==> config.mk <==
export PLATFORM = sky130hd
export DESIGN_NAME = bps_interp
export DESIGN_NICKNAME = d
export VERILOG_FILES = /design/src/rtl/bps_pkg.sv /design/src/rtl/bps_interp.sv
export SDC_FILE = /design/constraint.sdc
export NUM_CORES = 1
export LEC_CHECK = 0
export ABC_CLOCK_PERIOD_IN_PS = 6300
export BUFFER_PORTS_ARGS = -buffer_cell sky130_fd_sc_hd__buf_2
export CAP_MARGIN = 10
export CELL_PAD_IN_SITES_DETAIL_PLACEMENT = 0
export CELL_PAD_IN_SITES_GLOBAL_PLACEMENT = 1
export CORE_MARGIN = 2
export CORE_UTILIZATION = 47
export CTS_BUF_LIST = sky130_fd_sc_hd__clkbuf_4 sky130_fd_sc_hd__clkbuf_8
export DETAILED_ROUTE_END_ITERATION = 8
export HOLD_SLACK_MARGIN = 0.02
export PLACE_DENSITY_LB_ADDON = 0.05
export SYNTH_ARGS = -nofsm -noshare
export SYNTH_HDL_FRONTEND = slang
export SYNTH_SLANG_ARGS = --single-unit
==> constraint.sdc <==
create_clock -name clk -period 6.3 [get_ports clk]
set_clock_uncertainty 0.15 [all_clocks]
set_input_delay 0 -clock clk [delete_from_list [all_inputs] [get_ports clk]]
set_output_delay 0 -clock clk [all_outputs]
set_load 0.01 [all_outputs]
==> src/rtl/bps_pkg.sv <==
// Package for the bilinear pixel sampler: field widths, register indexes,
// operation codes and the bank-select struct shared by the sampler modules.
// No dependencies.
package bps_pkg;

  localparam int PIX_W    = 8;   // grayscale pixel and sample width
  localparam int COORD_W  = 8;   // write column / row width
  localparam int PROBE_W  = 18;  // signed probe coordinate width
  localparam int CFG_W    = 9;   // widest configuration register
  localparam int CFG_IDX_W = 1;  // configuration register index width

  // configuration register indexes
  localparam logic [CFG_IDX_W-1:0] REG_IMAGE_WIDTH  = 1'd0;
  localparam logic [CFG_IDX_W-1:0] REG_IMAGE_HEIGHT = 1'd1;

  // input operation codes
  localparam logic OP_WRITE = 1'b0;
  localparam logic OP_PROBE = 1'b1;

  // Bank of each neighbour: {row parity, column parity}
  typedef struct packed {
    logic [1:0] tl;
    logic [1:0] tr;
    logic [1:0] bl;
    logic [1:0] br;
  } bank_sel_t;

endpackage

==> src/rtl/bps_interp.sv <==
// Interpolation pipeline: bank data select and horizontal blend, vertical
// blend with rounding, output register. Depends on bps_pkg.
module bps_interp #(
  parameter int FRAC_BITS = 8
) (
  input  logic                          clk,
  input  logic                          rst_n,
  input  logic                          probe_fire,
  input  bps_pkg::bank_sel_t            sel,
  input  logic [FRAC_BITS-1:0]          wr,
  input  logic [FRAC_BITS-1:0]          wb,
  input  logic [bps_pkg::PIX_W-1:0]     bank_data [4],
  output logic                          in_ready,
  input  logic                          out_ready,
  output logic                          out_valid,
  output logic [bps_pkg::PIX_W-1:0]     out_sample
);

  localparam int PW = bps_pkg::PIX_W;
  localparam int HW = PW + FRAC_BITS;       // horizontal blend width
  localparam int SW = PW + 2 * FRAC_BITS;   // full weighted sum width
  localparam logic [FRAC_BITS:0] SCALE = (FRAC_BITS+1)'(1) << FRAC_BITS;

  logic                   valid_b_r, valid_b_nxt;
  bps_pkg::bank_sel_t     sel_b_r;
  logic [FRAC_BITS-1:0]   wr_b_r, wb_b_r;
  logic                   valid_c_r, valid_c_nxt;
  logic [HW-1:0]          top_h_r, bot_h_r, top_h_nxt, bot_h_nxt;
  logic [FRAC_BITS-1:0]   wb_c_r;
  logic                   out_valid_r, out_valid_nxt;
  logic [PW-1:0]          out_sample_r, out_sample_nxt;
  logic                   ready_b, ready_c, ready_d;
  logic [PW-1:0]          p_tl, p_tr, p_bl, p_br;
  logic [FRAC_BITS:0]     wl, wt;
  logic [HW:0]            top_sum, bot_sum;
  logic [SW:0]            v_sum;

  assign ready_d  = !out_valid_r || out_ready;
  assign ready_c  = !valid_c_r || ready_d;
  assign ready_b  = !valid_b_r || ready_c;
  assign in_ready = ready_b;

  // Stage B: pick neighbours from the banks and blend horizontally
  assign p_tl = bank_data[sel_b_r.tl];
  assign p_tr = bank_data[sel_b_r.tr];
  assign p_bl = bank_data[sel_b_r.bl];
  assign p_br = bank_data[sel_b_r.br];
  assign wl   = SCALE - (FRAC_BITS+1)'(wr_b_r);

  assign top_sum = (HW+1)'(p_tl) * (HW+1)'(wl) + (HW+1)'(p_tr) * (HW+1)'(wr_b_r);
  assign bot_sum = (HW+1)'(p_bl) * (HW+1)'(wl) + (HW+1)'(p_br) * (HW+1)'(wr_b_r);
  assign top_h_nxt = top_sum[HW-1:0];
  assign bot_h_nxt = bot_sum[HW-1:0];

  // Stage C: vertical blend, round half up
  assign wt    = SCALE - (FRAC_BITS+1)'(wb_c_r);
  assign v_sum = (SW+1)'(top_h_r) * (SW+1)'(wt) + (SW+1)'(bot_h_r) * (SW+1)'(wb_c_r)
               + ((SW+1)'(1) << (2 * FRAC_BITS - 1));
  assign out_sample_nxt = v_sum[SW-1:2*FRAC_BITS];

  assign valid_b_nxt   = ready_b ? probe_fire : valid_b_r;
  assign valid_c_nxt   = ready_c ? valid_b_r : valid_c_r;
  assign out_valid_nxt = ready_d ? valid_c_r : out_valid_r;

  always_ff @(posedge clk) begin
    if (!rst_n) begin
      valid_b_r   <= 1'b0;
      valid_c_r   <= 1'b0;
      out_valid_r <= 1'b0;
    end else begin
      valid_b_r   <= valid_b_nxt;
      valid_c_r   <= valid_c_nxt;
      out_valid_r <= out_valid_nxt;
    end
  end

  always_ff @(posedge clk) begin
    if (ready_b) begin
      sel_b_r <= sel;
      wr_b_r  <= wr;
      wb_b_r  <= wb;
    end
    if (ready_c) begin
      top_h_r <= top_h_nxt;
      bot_h_r <= bot_h_nxt;
      wb_c_r  <= wb_b_r;
    end
    if (ready_d) begin
      out_sample_r <= out_sample_nxt;
    end
  end

  assign out_valid  = out_valid_r;
  assign out_sample = out_sample_r;

  a_probe_enters: assert property (@(posedge clk) disable iff (!rst_n)
    probe_fire |=> valid_b_r)
    else $error("accepted probe did not reach the blend stage");

  a_b_holds: assert property (@(posedge clk) disable iff (!rst_n)
    (valid_b_r && !ready_c) |=> (valid_b_r && $stable(sel_b_r) && $stable(wr_b_r)))
    else $error("stalled blend stage lost its probe");

  a_c_holds: assert property (@(posedge clk) disable iff (!rst_n)
    (valid_c_r && !ready_d) |=> (valid_c_r && $stable(top_h_r) && $stable(bot_h_r)))
    else $error("stalled vertical stage changed its operands");

endmodule

# == After elaboration in Yosys (flattened, before gate mapping) ==
# Index checks and enable logic that the tools add are counted.
# word_totals
regBits,75
out_inout_bits,10
# classes
add_sub_neg,6
mul,6
magnitude_cmp,4
mux,12
bitwise_logic,4
reduce_logical,6
# op_table
op,count
$bmux W8 S2,4
$mux W8,8
$add A16 B16 Y16,2
$mul A8 B8 Y16,2
$mul A8 B9 Y16,2
$add A24 B16 Y24 const B,1
$add A24 B24 Y24,1
$mul A16 B8 Y24,1
$mul A16 B9 Y24,1
$sub A9 B8 Y9 const A,2
$ge A3 B3 Y1 const B,4
$not A2 Y3,4
$logic_not A1 Y1,3
$logic_or A1 B1 Y1,3

# == Depth between registers and ports, before layout ==
# depth
depth_word,6
ltp_mapped,26
depth_no_buf,24

# == Worst setup path after synthesis ==
# Ideal clock, no wire load.
# synth_timing
path_type,register to register
startpoint,register wb_c_r[3]
endpoint,register out_sample_r[7] (netlist: out_sample[7]) (data pin)
arrival_time_ns,6.631
required_ns,5.895
path_slack_ns,-0.736
stages_incl_launch_ff,26
n_path_buf,2
synth_period_minus_slack_ns,7.036
path_cell_list,edfxtp_1 -> clkbuf_1 -> nor3_1 -> nand3_1 -> nor3_1 -> xnor2_1 -> clkbuf_1 -> and2_1 -> fa_1 -> inv_1 -> fa_1 -> fa_1 -> inv_1 -> fa_1 -> fa_1 -> inv_1 -> fa_1 -> inv_1 -> ha_1 -> a211o_1 -> a21oi_2 -> or4b_1 -> o221ai_2 -> a21oi_2 -> or4_1 -> and3_1
# synth_via
elab_chain_len,4
# synth_lines
element,line,rtl
from (decl),bps_interp.sv:29,logic [FRAC_BITS-1:0] wb_c_r;
from (signal assigned),bps_interp.sv:86,wb_c_r <= wb_b_r;
$sub A9 B8 Y9,bps_interp.sv:56,assign wt = SCALE - (FRAC_BITS+1)'(wb_c_r);
$mul A16 B9 Y24,bps_interp.sv:57,assign v_sum = (SW+1)'(top_h_r) * (SW+1)'(wt) + (SW+1)'(bot_h_r) * (SW+1)'(wb_c_r)
$add A24 B24 Y24 *,bps_interp.sv:57,
$add A24 B16 Y24 *,bps_interp.sv:58,+ ((SW+1)'(1) << (2 * FRAC_BITS - 1));
via v_sum[23],bps_interp.sv:36,logic [SW:0] v_sum;
to (signal assigned),bps_interp.sv:89,out_sample_r <= out_sample_nxt;
to (decl),bps_interp.sv:31,"logic [PW-1:0] out_sample_r, out_sample_nxt;"
# Mark *: on every way through the listed nets, which the timed path passes. The rest lies on a longest branch.
# A chain may end at the register's enable or synchronous reset.

# == Final worst setup path ==
# layout_timing
startpoint,register wb_c_r[2]
endpoint,register out_sample_r[7] (netlist: out_sample[7]) (data pin)
# Same word-level chain as after synthesis.

==> results.cfg <==
[outcome]
status = complete, but fails checks
violations = setup timing

[clock_tree]
clk_path_buf_depth = 2
path_clk_slew_ns = 0.09
numCtsBuffers = 9
cts_max_level = 3
cts_tree = yes
clock_latency_ns = 0.41
root_buffer = clkbuf_8
clock-sinks = 75

[die]
die-height_um = 215
die_w_um = 215
dieArea_sq_um = 46300
rows = 77
io_pins = 70
core_area_sq_um = 44100
initial_core_util_pct = 47.5

[critical_path]
cp.required_ns = 6.32
end_kind = flop
path_buf_inv = 5
worstSetupStartpointType = flop
crit_family = adder cells
critical_path.max_stage_delay_ns = 0.55
crit_arrival_ns = 6.92
path_common_cell = fa_1
crit_path_cell_trace = nor3_4 -> nand3_4 -> buf_12 -> xor2_4 -> and2_1 -> fa_1 -> inv_1 -> fa_1 -> fa_1 -> inv_1 -> fa_1 -> fa_1 -> inv_1 -> fa_1 -> inv_1 -> ha_4 -> a211o_1 -> a21oi_2 -> or4b_4 -> o221ai_4 -> a21oi_2 -> or4_1 -> and3_1
critPathMaxFanout = 5
slowest_stage = fa_1
crit_type = reg -> reg

[routing]
dr.first_iter.drc_count = 554
avgViaCountPerCell = 4.86
post_drt_wl_per_cell_um = 16.9
drc = 0
ant_nets = 0
dr.pass1.iters = 5
drt_wl_total_um = 51600
vias = 14800

[synthesis]
synth_top_area_share_pct = 40.3
synth_top_family_by_area = adder cells
yosysWarnings = 0
synth_compound_area_share_pct = 2.52
syn_avg_cell_area_sq_um = 9.68
synthXorXnorAreaFrac_pct = 2.51
synth_area_leaders = fa_1, ha_1, and2_1, inv_1, edfxtp_1
synthFlopType = edfxtp_1
synth.distinct_cells = 54
syn_inst = 2162
yosys.area_share.simple_pct = 16.2
netlist_top_cells_count = inv_1, fa_1, and2_1, ha_1, nand2_1
synth_top_cell_by_area = fa_1
synth_area_sq_um = 20900
yosysMostFrequentCell = inv_1
async_flop_share_pct = 0
synth_mux_area_share_pct = 3.44
synth_seq_area_share_pct = 10.6
yosys.area_share.adder_pct = 53.1
synth_edf_count = 72
synth_nets = 2858
synth_seq_cells = 75

[sta]
tightest_slew_ns = 0.955
drv_slew = 0
fmax_mhz = 145
layout_min_cycle_time_ns = 6.90
hold_viol = 0
rsz0062_at_grt = true
fin_crit_sh_pct = 110
setup_violations = 17
setup_ws_ns = -0.602
relSlewSlack_pct = 36.1

[grt]
track_usage_pct = 23.7
grt_max_degree = 41
grt_pass1_vias = 16500
grt.overflow.total = 0
antenna_found_initial = 1
grt_pass1_wl_um = 86200

[cells_and_area]
antenna_cells = 0
area_growth_pct = 20.1
finalNonFillerCells = 3050
nNetsFinal = 3149
n_fill_cell = 4092
multi_input_area_sq_um = 17100
layout-drive-gt1-share_pct = 21.0
regArea_sq_um = 2220

[place]
io_buffers = 69
globalplace.congestion = 0.847
dp_hpwl_um = 44500
place_inst = 2976

[job]
drv_cap = 0

[min_path]
hold_class = in -> reg
final timing paths:
check             from       endpoint  slack (ns)  depth (start not counted)
max          wb_c_r[2]  out_sample[7]       -0.60                         23
min             sel[2]     sel_b_r[2]        0.14                          2
max reg2reg  wb_c_r[2]  out_sample[7]       -0.60                         23
min reg2reg  wb_b_r[6]      wb_c_r[6]        0.28                          0
layer usage:
layer | global-route usage (%) | wire length, um
met1 | 30.8 | 22700
met2 | 42.4 | 26300
met3 | 2.18 | 1360
met4 | 6.94 | 1230
met5 | 0 | 13
final cells by class:
| class | instances | area share [%] |
|---|---|---|
| Tap cell | 592 | 2.95 |
| Clock buffer | 9 | 0.493 |
| Sequential cell | 75 | 8.84 |
| Timing Repair Buffer | 344 | 10.8 |
| Clock inverter | 7 | 0.274 |
| Inverter | 580 | 8.67 |
| Multi-Input combinational cell | 1443 | 68.0 |
state kept, by name, summed over array words and instances, names as in the netlist:
signal	cells
out_sample	8
wb_c_r	8
bot_h_r	16
sel_b_r	8
valid_c_r	1
valid_b_r	1
top_h_r	16
wb_b_r	8
wr_b_r	8
out_valid	1
cell families after synthesis:
group                    after synthesis
buffers and inverters                644
adder cells (fa/ha/maj)              636
AND/OR/NAND/NOR                      634
AO/OA/AOI/OAI                         80
flip-flops                            75
XOR/XNOR                              60
multiplexers                          33
placed cells by master (no fill, tap or decap), types with 5 or more instances in the layout:
cell type        n
fa_1           407
nor3_4           5
inv_1          552
dlygate4sd3_1   28
buf_6           19
ha_1           196
xnor2_1         37
a21o_1           8
xor2_1          12
nand2_1        190
inv_2           27
nand2_2          9
a21oi_1         12
nand2_4          7
nor2_1          23
buf_4          216
o21a_1          11
buf_2           69
ha_4            14
xnor2_2          5
edfxtp_1        72
mux4_2          31
nor3_1           5
and2_4           8
and2_1         343
buf_12           9
a21oi_2         14
o21ai_0          5
nor2b_1          5
fa_2            15
clkbuf_8         9
repair_timing:
item / 4_1_cts / 5_1_grt
setup endpoints to repair: 20 / 23
gates resized for setup: 117 / 59
pin swaps: 70 / 60
endpoints found under the hold margin: 27 / 0
cloned: 1 / 0
buffers inserted: 25 / 9
hold buffers: 28 / 0
metrics by stage:
step	utilization, %	worst slack, ns	hold WS, ns	cell area [sq um]	TNS [ns]
3_5_place_dp	53.5	-0.844	0.0287	23600	-7.08
4_1_cts	56.3	-0.617	0.0988	24800	-3.21
3_3_place_gp	53.5	-0.712	0.0270	23600	-5.59
5_1_grt	57.0	-0.822	0.131	25100	-7.95
2_1_floorplan	-	-0.522	-0.0511	21100	-1.04
6_report	57.0	-0.602	0.137	25100	-3.99
Power is left out: the tool's default activity adds up to more than one toggle a clock period on the data nets, which glitch-free logic cannot reach.
