### src/rtl/bps_pkg.sv
// Package for the bilinear pixel sampler: field widths, register indexes,
// operation codes and the bank-select struct shared by the sampler modules.
// No dependencies.
package bps_pkg;

  localparam int PIX_W    = 8;   // grayscale pixel and sample width
  localparam int COORD_W  = 8;   // write column / row width
  localparam int PROBE_W  = 18;  // signed probe coordinate width
  localparam int CFG_W    = 9;   // widest configuration register
  localparam int CFG_IDX_W = 1;  // configuration register index width

  // configuration register indexes
  localparam logic [CFG_IDX_W-1:0] REG_IMAGE_WIDTH  = 1'd0;
  localparam logic [CFG_IDX_W-1:0] REG_IMAGE_HEIGHT = 1'd1;

  // input operation codes
  localparam logic OP_WRITE = 1'b0;
  localparam logic OP_PROBE = 1'b1;

  // Bank of each neighbour: {row parity, column parity}
  typedef struct packed {
    logic [1:0] tl;
    logic [1:0] tr;
    logic [1:0] bl;
    logic [1:0] br;
  } bank_sel_t;

endpackage

### src/rtl/bps_addr_gen.sv
// Probe address generation: floor, clamp and map the four neighbours onto the
// four parity banks of the image store. Depends on bps_pkg.
module bps_addr_gen #(
  parameter int FRAC_BITS = 8,
  parameter int CW        = 8,   // column index width
  parameter int RW        = 8,   // row index width
  parameter int AW        = 14   // bank address width
) (
  input  logic signed [bps_pkg::PROBE_W-1:0] probe_x,
  input  logic signed [bps_pkg::PROBE_W-1:0] probe_y,
  input  logic [CW-1:0]                      col_last,
  input  logic [RW-1:0]                      row_last,
  output logic [AW-1:0]                      rd_addr [4],
  output bps_pkg::bank_sel_t                 sel,
  output logic [FRAC_BITS-1:0]               wr,
  output logic [FRAC_BITS-1:0]               wb
);

  localparam int LW  = bps_pkg::PROBE_W - FRAC_BITS;
  localparam int BCW = (CW > 1) ? CW - 1 : 1;
  localparam int BRW = (RW > 1) ? RW - 1 : 1;

  logic signed [LW-1:0] left, top;
  logic [CW-1:0] c0, c1, col_k;
  logic [RW-1:0] r0, r1, row_k;

  // Clamp left/top (+ offset) into [0, last]
  function automatic int clamp_idx(input logic signed [LW-1:0] v, input int add,
                                   input int last);
    int s;
    s = int'(v) + add;
    if (s < 0) begin
      return 0;
    end else if (s > last) begin
      return last;
    end
    return s;
  endfunction

  assign wr   = probe_x[FRAC_BITS-1:0];
  assign wb   = probe_y[FRAC_BITS-1:0];
  assign left = probe_x[bps_pkg::PROBE_W-1:FRAC_BITS];
  assign top  = probe_y[bps_pkg::PROBE_W-1:FRAC_BITS];

  assign c0 = CW'(clamp_idx(left, 0, int'(col_last)));
  assign c1 = CW'(clamp_idx(left, 1, int'(col_last)));
  assign r0 = RW'(clamp_idx(top, 0, int'(row_last)));
  assign r1 = RW'(clamp_idx(top, 1, int'(row_last)));

  assign sel.tl = {r0[0], c0[0]};
  assign sel.tr = {r0[0], c1[0]};
  assign sel.bl = {r1[0], c0[0]};
  assign sel.br = {r1[0], c1[0]};

  // Each bank serves the neighbour column/row of its own parity
  always_comb begin
    for (int k = 0; k < 4; k++) begin
      col_k = (c0[0] == k[0]) ? c0 : c1;
      row_k = (r0[0] == k[1]) ? r0 : r1;
      rd_addr[k] = {BRW'(row_k >> 1), BCW'(col_k >> 1)};
    end
  end

endmodule

### config.mk
export PLATFORM = sky130hd
export DESIGN_NAME = bps_addr_gen
export DESIGN_NICKNAME = d
export VERILOG_FILES = /design/src/rtl/bps_pkg.sv /design/src/rtl/bps_addr_gen.sv
export SDC_FILE = /design/constraint.sdc
export NUM_CORES = 1
export LEC_CHECK = 0
export ABC_AREA = 1
export BUFFER_PORTS_ARGS = -buffer_cell sky130_fd_sc_hd__buf_4
export CAP_MARGIN = 20
export CORE_MARGIN = 2
export CORE_UTILIZATION = 45
export DETAILED_ROUTE_END_ITERATION = 10
export PLACE_DENSITY = 0.8
export SLEW_MARGIN = 20
export SYNTH_ARGS = -nofsm -noshare
export SYNTH_HDL_FRONTEND = slang
export SYNTH_SLANG_ARGS = --single-unit
### constraint.sdc
create_clock -name vclk -period 7.3
set_input_delay 1.46 -clock vclk [all_inputs]
set_output_delay 1.46 -clock vclk [all_outputs]
set_load 0.02 [all_outputs]
# Word level (Yosys, flattened, before mapping)
# Cells that the tools add are included.
# word_totals
reg_bits	0
in_bits	52
out_inout_bits	80
word_cells	34
# classes
add_sub_neg	2
order_cmp	8
n_mux	24
# op_table
cell	count
two-way mux 8 bit	16
adder 10 x 2 -> 11 bit (second input constant)	2
> comparator 11 x 9 -> 1 bit	2
< comparator 11 x 1 -> 1 bit (second input constant)	2
> comparator 10 x 9 -> 1 bit	2
< comparator 10 x 1 -> 1 bit (second input constant)	2
two-way mux 1 bit	8

# Logic depth before layout (Yosys ltp)
# Gate-level depths: netlist of the first run.
# depth
ltp_word	6
mapped_depth	19
mapped_depth_nobuf	18

# Worst setup path before layout of the first run
# OpenSTA, ideal clock, no wires.
# synth_timing
path_type	input port to output port
startpoint	input probe_x[8] in the netlist's numbering
endpoint	output sel[4] in the netlist's numbering
arrival_ns	3.776
required_ns	5.840
path_slack_ns	2.064
path_stages	12
path_buffers	1
path_cell_list	ha_1 > nand2_2 > nor3b_1 > xor2_1 > ha_1 > a21o_1 > o21ai_0 > nand3_1 > nand2_1 > nand2_4 > o21ai_0 > buf_4
# synth_rtl
element	line_no	source
start, declared	bps_addr_gen.sv:9	input logic signed [bps_pkg::PROBE_W-1:0] probe_x,
end, declared	bps_addr_gen.sv:14	output bps_pkg::bank_sel_t sel,

==> impl_metrics.csv, run 1 <==
group,metric,value,unit
floorplanning,row_count,27,
worst_setup_path,crit_path_max_fanout,9,
synth,synth_most_common_cell,"nand2_1",
run_status,outcome,"finished, final reports clean",
global_route,top_usage_layer,"met2",
synth,ys_seq_area_share,0,%
floorplanning,fp.dieArea,0.00616,mm2
worst_setup_path,cp_data_arrival_time,3.90,ns
synth,yosysTopAreaCell,"nand2_1",
routing,vias_per_cell,5.05,
timing,finalCriticalPeriod,5.36,ns
timing,hold_viol,0,
routing,dr.pass1.iters,4,
timing,fmax,0.187,GHz
routing,drt.antenna.violating_nets,0,
worst_setup_path,cp-start-kind,"primary input",
placed_design,dp_cells,546,
global_route,grtUsageMet2,40.7,%
routing,routed_wl,6660,um
synth,synth_warnings,0,
global_route,overflow,0,
synth,ys_types,30,
placed_design,place_hpwl,5810,um
global_route,grt_use_met3,1.26,%
layout,antenna_cells,0,
pwr,fin_total_pwr,277,uW
synth,syn-num-nets,516,
clocking,post_cts.repair.setup_buffers,0,
synth,synth_area_per_cell,5.81,um2
layout,areaGrowthSynthToFinish,16.5,%
routing,wl_per_cell,12.2,um
global_route,grt_pass1_vias,2465,
timing,drv_slew,0,
placed_design,place_area,0.00291,mm2
worst_hold_path,holdCritPathClass,"in -> out",
placed_design,gp_congestion,1.01,
floorplanning,die_x,78.5,um
layout,nNetsFinal,562,
pwr,max-vdd-ir-drop,0.0474,mV
routing,route.detailed.drc,0,
layout,stdcell_count,546,
global_route,grtUsageMet1,27.1,%
layout,regArea,0,um2
worst_setup_path,critPathKind,"in -> out",
layout,clock_buffers,0,
timing,post-route-period-util,73.4,%
timing,worst_pin_slew,0.731,ns
routing,drtIter0Drc,119,
timing,rsz0062_at_grt,"no",
global_route,grt_pass1_wl,11300,um
pwr,total_leakage_power,1.72,nW
worst_setup_path,critical_path_required,5.84,ns
synth,synth.area.top_cells,"nand2_1, ha_1, buf_4",
floorplanning,initial_core_util,45.9,%
synth,synth_commonest_cells,"nand2_1, buf_4, nand3_1",
synth,netlist.area_leader.share,23.1,%
global_route,antenna_found_initial,0,
worst_setup_path,end_kind,"primary output",
timing,slew_headroom,50.9,%
routing,via_count,2758,
layout,multi_input_area,0.00190,mm2
layout,drive_gt1_share,30.0,%
layout,fill_cells,562,
global_route,grt.total_usage,21.4,%
synth,synth.cell_area,0.00250,mm2
clocking,cts_resized,0,
layout,stdcell_area,0.00291,mm2
global_route,grt_max_degree,18,
clocking,postCtsHoldBufs,0,
floorplanning,pin_count,132,
layout,seq_cell_count,0,
placed_design,port_buffers,100,
floorplanning,coreArea,0.00544,mm2
floorplanning,die_height,78.5,um
timing,setup_viol,0,
timing,fin_setup_tns,0,ns
run,drv_cap,0,
pwr,cellPowerDensity,95.3,mW/mm2
synth,netlist_instances,430,
==> kinds of logic (layout without fill, tap and decap cells) <==
family / after synthesis / after routing / share of synthesized area [%]
AOI/OAI and AO/OA: 30 / 30 / 6.46
xor gates and xnor gates: 12 / 12 / 4.21
adders and majority gates: 34 / 34 / 17.0
buffers and inverters: 100 / 144 / 23.9
and+or+nand+nor: 254 / 254 / 48.3
==> worst max-delay path, stage by stage <==
cell	delay [ns]
buf_4	0.13
ha_1	0.20
nand3_2	0.13
nor2_4	0.14
xor2_1	0.24
ha_1	0.29
nand2_1	0.09
inv_1	0.04
a21oi_1	0.13
nand2_1	0.07
nand2_1	0.05
nand2_1	0.06
nand2_2	0.15
nand2_4	0.12
o21ai_0	0.37
buf_4	0.22
==> report_power, final <==
group / internal (mW) / total, mW / switching, mW
Clock: 0 / 0 / 0
Sequential: 0 / 0 / 0
Combinational: 0.107 / 0.277 / 0.170
==> layout make-up <==
type	count	area share, %
Timing Repair Buffer	100	25.8
Tap cell	72	3.10
Multi-Input combinational cell	330	65.3
Inverter	44	5.85
==> metrics by stage <==
step	utilization (%)	hold slack [ns]	setup slack, ns
5_1_grt	53.5	2.92	1.65
4_1_cts	53.5	2.92	1.93
3_3_place_gp	53.5	2.92	2.01
6_report	53.5	2.92	1.94
3_5_place_dp	53.5	2.92	1.93
2_1_floorplan	-	3.03	2.06
==> per-layer routing <==
metal / share of wire, % / routed length [um]
met5: 0 / 0
met3: 6.3 / 423
met4: 0.65 / 43
met2: 50 / 3350
met1: 43 / 2840
==> final timing paths <==
check | startpoint | to | slack (ns) | cells past startpoint
max | probe_y[8] | sel[1] | 1.94 | 16
min | probe_y[0] | wb[0] | 2.92 | 0
==> placed cells by master, fill, tap and decap left out <==
cell | netlist | routed
nand2_1 | 154 | 154
buf_4 | 49 | 100
nand3_1 | 45 | 45
inv_1 | 37 | 37
ha_1 | 34 | 34
o21ai_0 | 16 | 16
nor2_1 | 13 | 13
nand3_2 | 10 | 10
nand2_2 | 10 | 10
xor2_1 | 9 | 9
a21oi_1 | 7 | 7
nand4_1 | 6 | 6
inv_2 | 6 | 6
nor2_2 | 4 | 4
xnor2_1 | 3 | 3
nand2_4 | 3 | 3
o21ai_1 | 3 | 3
nor2_4 | 2 | 2
o21bai_1 | 2 | 2
nor3b_2 | 2 | 2
nor3_2 | 1 | 1
or2_2 | 1 | 1
nor2_8 | 1 | 1
o21ai_2 | 1 | 1
a21o_1 | 1 | 1
nor3b_1 | 1 | 1
nor3_1 | 1 | 1
clkinv_4 | 1 | 1
Power figures use the tool's default switching activity.
==> run 2: changes to the inputs <==
Settings changed: CORE_UTILIZATION 45 to 44, PLACE_DENSITY 0.8 to 0.82.
Clock period 7.3 ns to 4.6 ns, I/O delays scaled along.
==> run 2 against run 1 <==
- global-route usage about the same
- count of clock-buffer cells in the layout is the same
- largest cell class unchanged
- routed wire length grew 4.2%
- power increased by 59%
==> impl_metrics.csv, run 2 (synthesis results as in run 1) <==
group,metric,value,unit
layout,layout_common_cells,"nand2_1, buf_4, nand3_1",
pwr,total_leakage_power,1.72,nW
routing,routed-wl-met2,3270,um
layout,final_common_cell,"nand2_1",
routing,drtIter0Drc,140,
floorplanning,row_count,27,
global_route,overflow,0,
timing,post-route-period-util,91.8,%
floorplanning,initial_core_util,45.4,%
timing,finalCriticalPeriod,4.22,ns
routing,wl_per_cell,12.7,um
placed_design,dp_cells,546,
layout,nNetsFinal,562,
timing,hold_ws,1.84,ns
routing,via_count,2722,
floorplanning,die_height,79.3,um
routing,wl_met3,436,um
routing,vias_per_cell,4.99,
layout,stdcell_area,0.00291,mm2
pwr,fin_total_pwr,442,uW
layout,drive_gt1_share,30.0,%
routing,routed_wl,6940,um
layout,clock_buffers,0,
timing,worst_pin_slew,0.548,ns
routing,routed.top_layer,"met4",
global_route,grt_pass1_vias,2422,
timing,drv_slew,0,
floorplanning,pin_count,132,
layout,fill_cells,560,
worst_setup_path,end_kind,"primary output",
clocking,cts_resized,0,
run,drv_cap,0,
timing,slew_headroom,63.2,%
global_route,grt_max_degree,18,
layout,regArea,0,um2
worst_setup_path,critical_path_required,3.68,ns
global_route,grt_pass1_wl,11300,um
floorplanning,die_x,79.3,um
layout,fin_util,52.9,%
placed_design,place_hpwl,6080,um
floorplanning,coreArea,0.00551,mm2
timing,hold_viol,0,
worst_setup_path,critPathKind,"in -> out",
layout,areaGrowthSynthToFinish,16.5,%
timing,setup_ws,0.379,ns
worst_setup_path,cp-start-kind,"primary input",
placed_design,gp_congestion,0.944,
placed_design,port_buffers,100,
global_route,grt.total_usage,21.4,%
clocking,postCtsHoldBufs,0,
worst_hold_path,holdCritPathClass,"in -> out",
timing,fin_setup_tns,0,ns
run_status,outcome,"finished, final reports clean",
layout,antenna_cells,0,
placed_design,place_area,0.00291,mm2
placed_design,place_ws,0.430,ns
floorplanning,fp.dieArea,0.00629,mm2
global_route,antenna_found_initial,0,
routing,drt.antenna.violating_nets,0,
pwr,max-vdd-ir-drop,0.0776,mV
clocking,post_cts.repair.setup_buffers,0,
worst_setup_path,cp_data_arrival_time,3.30,ns
routing,wl_met1,3220,um
layout,seq_cell_count,0,
timing,setup_viol,0,
worst_setup_path,crit_path_max_fanout,10,
timing,fmax,0.237,GHz
routing,dr.pass1.iters,4,
timing,rsz0062_at_grt,"no",
routing,route.detailed.drc,0,
layout,stdcell_count,546,
pwr,cellPowerDensity,152,mW/mm2
## run 2: cell counts in the layout (fill, tap and decap cells not counted)
No cell type changed its count.
## run 2: worst paths after layout
path	startpoint	to	cells after the start
max	probe_x[8]	rd_addr[19]	17
min	probe_y[7]	wb[7]	0
## run 2: worst max-delay path, cell delays in order
cell and delay [ns]:
buf_4 0.12, ha_1 0.20, nand2_2 0.09, nor3b_1 0.25
xor2_1 0.26, ha_1 0.30, a21o_1 0.18, o21ai_0 0.15
nand3_1 0.08, nand2_1 0.10, nand2_4 0.10, clkinv_4 0.08
nand2_1 0.05, nand2_1 0.09, nand2_1 0.05, nand2_1 0.11
buf_4 0.16
## run 2: layout make-up
type | instances | area [um2] | share of cell area [%]
Timing Repair Buffer | 100 | 751 | 25.8
Inverter | 44 | 170 | 5.85
Tap cell | 72 | 90.1 | 3.10
Multi-Input combinational cell | 330 | 1900 | 65.3
## run 2: power by group
part	internal (mW)	switching (mW)	leakage, nW
Sequential	0	0	0
Clock	0	0	0
Combinational	0.170	0.272	1.72
Total	0.170	0.272	1.72
## run 2: per-layer routing
metal / up-vias / GRT usage, %
met1: 1202 / 30.3
met4: 0 / 1.90
met2: 93 / 36.8
met3: 4 / 1.25
met5: - / 0
li1: 1423 / -
